===== src/rtl/core/hpc_pkg.sv =====
// Shared types, codes and constants of the hand pose classifier.
package hpc_pkg;

  // Default coordinate width: signed Q12.4 millimetres
  localparam int COORD_BITS_DEF = 16;

  // Threshold registers are signed Q1.15
  localparam int THR_W = 16;
  // Squared threshold magnitude is at most 2^30
  localparam int TSQ_W = 2 * (THR_W - 1) + 1;
  // Scale of a squared Q1.15 cosine: 32768^2
  localparam int COS_SHIFT = 2 * (THR_W - 1);

  // Digit width of the serial multiplier
  localparam int MUL_DIGIT = 16;

  localparam int FINGERS = 4;
  localparam logic [1:0] FINGER_PINKY = 2'd3;

  localparam logic BONE_METACARPAL   = 1'b0;
  localparam logic BONE_INTERMEDIATE = 1'b1;

  // Configuration register indexes
  localparam int CFG_INDEX_W = 1;
  localparam logic [CFG_INDEX_W-1:0] REG_OPEN_COS   = 1'b0;
  localparam logic [CFG_INDEX_W-1:0] REG_CLOSED_COS = 1'b1;

  localparam logic signed [THR_W-1:0] OPEN_COS_RESET   = 16'sd26214;
  localparam logic signed [THR_W-1:0] CLOSED_COS_RESET = -16'sd16384;

  typedef enum logic [2:0] {
    GEST_NONE,
    GEST_OPEN,
    GEST_CLOSED,
    GEST_OPEN_INDEX,
    GEST_CURVED_INDEX,
    GEST_INDEX_MIDDLE,
    GEST_INDEX_MIDDLE_RING,
    GEST_PINKY
  } gesture_t;

  // Operand sets of the shared serial multiplier
  typedef enum logic [1:0] {
    MUL_LEN,     // |a|^2 * |b|^2
    MUL_DOT,     // dot^2
    MUL_OPEN,    // open threshold^2 * length product
    MUL_CLOSED   // closed threshold^2 * length product
  } mul_op_t;

  // Operand selection of the three lane multipliers
  typedef enum logic [1:0] {
    LANE_CROSS,  // base * dir
    LANE_BASE,   // base * base
    LANE_DIR     // dir * dir
  } lane_sel_t;

  typedef struct packed {
    logic      load_base;
    logic      load_item;
    lane_sel_t lane_sel;
    logic      load_dot;
    logic      load_la;
    logic      load_lb;
    logic      mul_start;
    mul_op_t   mul_op;
    logic      mul_capture;
    logic      decide;
  } hpc_cmd_t;

  typedef struct packed {
    logic mul_busy;
    logic pinky;
  } hpc_stat_t;

endpackage


===== src/rtl/core/hpc_ctrl.sv =====
// Controller: request handshake, sequencing of the datapath, result valid.
module hpc_ctrl (
  input  logic               clk,
  input  logic               rst,
  input  logic               in_valid,
  input  logic               bone_kind,
  output logic               in_stall,
  output logic               out_valid,
  input  logic               out_stall,
  output hpc_pkg::hpc_cmd_t  cmd,
  input  hpc_pkg::hpc_stat_t stat
);

  import hpc_pkg::*;

  typedef enum logic [2:0] {
    S_IDLE,
    S_DOT,
    S_LEN_A,
    S_LEN_B,
    S_SUM_B,
    S_MUL_GO,
    S_MUL_WAIT,
    S_DECIDE
  } state_t;

  state_t  state;
  mul_op_t mul_op;
  logic    accept;
  logic    out_free;

  assign in_stall = (state != S_IDLE);
  assign accept   = in_valid && !in_stall;
  assign out_free = !out_valid || !out_stall;

  // Decode commands from the state and the accepted request
  always_comb begin
    cmd             = '0;
    cmd.load_base   = accept && (bone_kind == BONE_METACARPAL);
    cmd.load_item   = accept && (bone_kind == BONE_INTERMEDIATE);
    cmd.lane_sel    = LANE_CROSS;
    unique case (state)
      S_LEN_A: cmd.lane_sel = LANE_BASE;
      S_LEN_B: cmd.lane_sel = LANE_DIR;
      default: cmd.lane_sel = LANE_CROSS;
    endcase
    cmd.load_dot    = (state == S_LEN_A);
    cmd.load_la     = (state == S_LEN_B);
    cmd.load_lb     = (state == S_SUM_B);
    cmd.mul_start   = (state == S_MUL_GO);
    cmd.mul_op      = mul_op;
    cmd.mul_capture = (state == S_MUL_WAIT) && !stat.mul_busy;
    cmd.decide      = (state == S_DECIDE) && (!stat.pinky || out_free);
  end

  // Hold state, multiplier step and result valid
  always_ff @(posedge clk) begin
    if (rst) begin
      state     <= S_IDLE;
      mul_op    <= MUL_LEN;
      out_valid <= 1'b0;
    end else begin
      out_valid <= (cmd.decide && stat.pinky) || (out_valid && out_stall);
      unique case (state)
        S_IDLE: begin
          if (accept && bone_kind == BONE_INTERMEDIATE) state <= S_DOT;
        end
        S_DOT:   state <= S_LEN_A;
        S_LEN_A: state <= S_LEN_B;
        S_LEN_B: state <= S_SUM_B;
        S_SUM_B: begin
          mul_op <= MUL_LEN;
          state  <= S_MUL_GO;
        end
        S_MUL_GO: state <= S_MUL_WAIT;
        S_MUL_WAIT: begin
          if (!stat.mul_busy) begin
            unique case (mul_op)
              MUL_LEN: begin
                mul_op <= MUL_DOT;
                state  <= S_MUL_GO;
              end
              MUL_DOT: begin
                mul_op <= MUL_OPEN;
                state  <= S_MUL_GO;
              end
              MUL_OPEN: begin
                mul_op <= MUL_CLOSED;
                state  <= S_MUL_GO;
              end
              MUL_CLOSED: state <= S_DECIDE;
              default:    state <= S_DECIDE;
            endcase
          end
        end
        S_DECIDE: begin
          if (cmd.decide) state <= S_IDLE;
        end
        default: state <= S_IDLE;
      endcase
    end
  end

  // A new result appears only out of the decision step
  a_result_from_decide: assert property (@(posedge clk) disable iff (rst)
    $rose(out_valid) |-> $past(state == S_DECIDE))
    else $error("result valid rose outside the decision step");

  // The multiplier is quiet whenever requests are taken
  a_mul_idle: assert property (@(posedge clk) disable iff (rst)
    (state == S_IDLE) |-> !stat.mul_busy)
    else $error("multiplier busy while idle");

  // A finished multiply moves on to the next one or to the decision
  a_mul_advance: assert property (@(posedge clk) disable iff (rst)
    (state == S_MUL_WAIT && !stat.mul_busy) |=> (state == S_MUL_GO || state == S_DECIDE))
    else $error("sequencer stuck after a multiply");

  // A waiting result is never overwritten
  a_no_overwrite: assert property (@(posedge clk) disable iff (rst)
    (cmd.decide && stat.pinky) |-> !(out_valid && out_stall))
    else $error("result register loaded while still held");

endmodule


===== config.mk =====
export PLATFORM = sky130hd
export DESIGN_NAME = hpc_ctrl
export DESIGN_NICKNAME = d
export VERILOG_FILES = /design/src/rtl/core/hpc_pkg.sv /design/src/rtl/core/hpc_ctrl.sv
export SDC_FILE = /design/constraint.sdc
export NUM_CORES = 1
export LEC_CHECK = 0
export ABC_AREA = 1
export BUFFER_PORTS_ARGS = -buffer_cell sky130_fd_sc_hd__buf_4
export CORE_AREA = 2 2 39 41
export CTS_CLUSTER_SIZE = 24
export DETAILED_ROUTE_END_ITERATION = 6
export DIE_AREA = 0 0 41 43
export PLACE_DENSITY = 0.72
export SYNTH_ARGS = -nofsm -noshare
export SYNTH_HDL_FRONTEND = slang
export SYNTH_SLANG_ARGS = --single-unit

===== constraint.sdc =====
create_clock -name clk -period 3.6 [get_ports clk]
set_clock_uncertainty 0.2 [all_clocks]
set_input_delay 0.54 -clock clk [delete_from_list [all_inputs] [get_ports clk]]
set_output_delay 0.54 -clock clk [all_outputs]
set_load 0.01 [all_outputs]

# == After elaboration in Yosys (flattened, before gate mapping) ==
# Index checks and enable logic that the tools add are counted.
# word_totals
reg_bits,6
input_bits,7
wordCells,49
# op_classes
n_reduce_logical,22
n_eq_ne,14
bitwise_logic,1
muxes,9
# op_table
op,n
3-bit one-hot mux with 8 select lines,1
3-bit == test (second input constant),4
3-bit two-way mux,3
2-bit one-hot mux with 2 select lines,2
1-bit logical AND,7
3-bit by 2-bit == test with 1-bit output (second input constant),2
2-bit inequality test (second input constant),3
2-bit one-hot mux with 3 select lines,1
3-bit one-hot mux with 2 select lines,1
3-bit AND reduction,2
1-bit logical NOT,5
2-bit == test (second input constant),2
4-bit by 1-bit inequality test with 1-bit output (second input constant),1
3-bit by 1-bit == test with 1-bit output (second input constant),1
3-bit logical NOT,1
1-bit logical OR,3
3-bit nonzero test,1
3-bit OR reduction,1
2-bit by 1-bit == test with 1-bit output (second input constant),1
2-bit logical NOT,1
2-bit two-way mux,1
2-bit nonzero test,1
1-bit NOT,1

# == Depth between registers and ports, before layout ==
# depth
depth_word,6
mapped_depth,7

# == Worst setup path after synthesis ==
# OpenSTA, ideal clock, no wires.
# synth_timing
path_kind,register to output
from,reg state[1]
to,out cmd[10] (netlist name)
required_time_ps,2860
stages_incl_launch_ff,5
arrival_time_ps,863
path_slack_ps,1997
cell_sequence,dfxtp_1 buf_4 nor3_4 nand2_1 nor2_1
# synth_lines
item,line,source
"start, declared",hpc_ctrl.sv:27,state_t state;
"start signal, assigned",hpc_ctrl.sv:59,state <= S_IDLE;
"start signal, assigned",hpc_ctrl.sv:66,if (accept && bone_kind == BONE_INTERMEDIATE) state <= S_DOT;
"start signal, assigned",hpc_ctrl.sv:68,S_DOT: state <= S_LEN_A;
"end, declared",hpc_ctrl.sv:10,"output hpc_pkg::hpc_cmd_t cmd,"

==> qor.yml <==
layout:
  nFillCells: 142
  drive_gt1_share_pct: 38.8
  multi_input_area_um2: 328
  area_growth_pct: 31.4
  antenna_cells: 0
  fin_nets: 111
  seq_area_um2: 120
hold_path:
  hold_path_class: "in2reg"
  hold_path_depth: 2
floorplan:
  die_w_um: 41
  fp.coreArea_um2: 1380
  die_h_um: 43
  io_pins: 21
  num_rows: 14
  start_util_pct: 38.3
  dieArea_um2: 1760
synth:
  seq_area_frac_synth_pct: 22.6
  synthCells: 78
  ys_seq_elements: 6
  netlist_area_um2: 531
  syn-mean-instance-area_um2: 6.80
  yosys-top-cells-area: "dfxtp_1, ha_1, inv_1"
  synth_top_cell_by_area: "dfxtp_1"
  ys_warn_count: 0
  syn_nets: 89
  yosysUniqueCellTypes: 21
  synth.top_cell.area_share_pct: 22.6
power_and_ir_drop:
  totalPowerFinal_uw: 224
  ir_worst_vdd_v: 0.000211
  switching_power_uw: 77.8
  seqPwrFrac_pct: 38.9
  intPower_uw: 146
  p_clk_share_pct: 27.1
  swShare_pct: 34.8
  comb_power_share_pct: 34.0
  p_leak_nw: 0.354
  powerDensity_nw_per_um2: 321
setup_path:
  cpLargestDelayFamily: "flip-flops"
  cp-start-kind: "flop"
  cp.required_ps: 2860
  worstSetupPathDepth: 3
  crit_path_end_kind: "output pin"
  crit_buf_inv: 1
  worstSetupPathType: "reg2out"
  cpPeakStageDelay_ps: 590
  reg2reg_depth: 5
  path_max_fanout: 9
  arrival_ps: 1330
  slowest_stage: "dfxtp_1"
  crit_chain: "nand3_2, a31oi_2, buf_4"
grt:
  antenna_found_initial: 0
  grt_max_degree: 10
  track_usage_pct: 14.6
  grt.overflow.total: 0
  grt_pass1_vias: 460
  grt_first_pass_wirelength_um: 1800
cts:
  post-cts-setup-buffers: 0
  htree_levels: 1
  cts-hold-fix-buffers: 0
  cts_buffer_depth: 2
  ctsResizeCount: 0
  clock_sinks: 6
  insertion_delay_ps: 250
  cts_tree: "yes"
  cts.clk_slew.worst_paths_ps: 50
  cts_made_buffers: 3
  cts_root_buf: "clkbuf_4"
sta:
  worstMarginPinSlew_ps: 453
  slew_headroom_pct: 69.8
  maxSlewViolCount: 0
  hold_slack_ps: 276
  setup_viol: 0
  clock.fmax_ghz: 0.484
  min_period_ps: 2070
  rsz0062_at_grt: "false"
  fin_tns_setup_ps: 0
  finalHoldViolations: 0
  min_period_over_period_pct: 57.4
place:
  place_hpwl_um: 886
  place_congestion: 0.682
  portBuffers: 20
detailed_routing:
  routed_wl_um: 1040
  wl_per_cell_um: 9.16
  wl_met2_um: 504
  antenna_left: 0
  drc_errors: 0
  first_pass_iters: 2
  vias: 522
  route.met3.wl_um: 95
  drt_iter0_markers: 2
  vias_per_cell: 4.58
  highest_layer: "met3"
  wl_met1_um: 444
outcome:
  status: "finished, final reports clean"
flow_run:
  maxCapViolations: 0
final cells by class:
class	count	area share, %
Clock buffer	3	3.23
Tap cell	16	2.87
Timing Repair Buffer	20	21.5
Inverter	15	8.08
Multi-Input combinational cell	54	47.0
Sequential cell	6	17.2
cell usage in the layout, fill, tap and decap left out:
cell / instances
buf_4: 20
inv_1: 12
nor2_1: 12
nand2_1: 10
dfxtp_1: 6
nand3_1: 5
a21oi_1: 4
ha_1: 4
inv_2: 3
nand2_2: 3
nor3_1: 3
nor2_2: 3
clkbuf_4: 3
a21oi_2: 2
o21ai_1: 2
nor3_4: 1
nand3_2: 1
a31oi_2: 1
nand3_4: 1
o211ai_1: 1
and2_1: 1
Yosys cell counts, drive strengths merged:
| cell | count |
|---|---|
| a21oi | 6 |
| a31oi | 1 |
| and2 | 1 |
| buf | 3 |
| dfxtp | 6 |
| ha | 4 |
| inv | 15 |
| nand2 | 13 |
| nand3 | 7 |
| nor2 | 15 |
| nor3 | 4 |
| o211ai | 1 |
| o21ai | 2 |
cell families after synthesis:
| logic type | synth area share (%) |
|---|---|
| buffers and inverters | 15.6 |
| flip-flops | 22.6 |
| adder cells (fa/ha/maj) | 9.43 |
| AO/OA/AOI/OAI | 12.7 |
| AND/OR/NAND/NOR | 39.6 |
worst register-to-register path, stage by stage (launching register included):
cell,delay (ps)
dfxtp_1,590
nand3_4,170
nor2_2,120
nand2_2,70
a21oi_1,130
nor2_1,60
path summary, 6_finish.rpt:
check            start         to  slack, ps
max           state[1]     cmd[0]       1530
min                rst   state[2]        280
max reg2reg   state[2]  mul_op[1]       2140
min reg2reg  out_valid  out_valid        300
stage by stage:
stage / std cells / util, % / setup WS [ps] / area (um2)
floorplan: 78 / - / 2000 / 531
global placement: 111 / 48.7 / 1810 / 674
detailed placement: 111 / 48.7 / 1790 / 674
CTS: 114 / 50.4 / 1520 / 697
global route: 114 / 50.4 / 1360 / 697
finish: 114 / 50.4 / 1530 / 697
power by group through the flow:
stage / sequential [mW] / combinational (mW) / clock [mW]
CTS: 0.0869 / 0.0771 / 0.0639
finish: 0.0870 / 0.0760 / 0.0607
detailed placement: 0.0882 / 0.0768 / 0
global placement: 0.0878 / 0.0756 / 0
global route: 0.0892 / 0.0863 / 0.0706
floorplan: 0.0787 / 0.0569 / 0
flip-flops by register name, indices dropped and copies added (netlist names):
register	cells
out_valid	1
state	3
mul_op	2
per-layer routing:
metal,vias up,GRT usage (%)
met5,-,0
met4,0,2.00
met3,0,6.28
met2,18,23.4
met1,222,17.8
li1,282,-
Note: power is estimated with default switching activity, not from simulation.
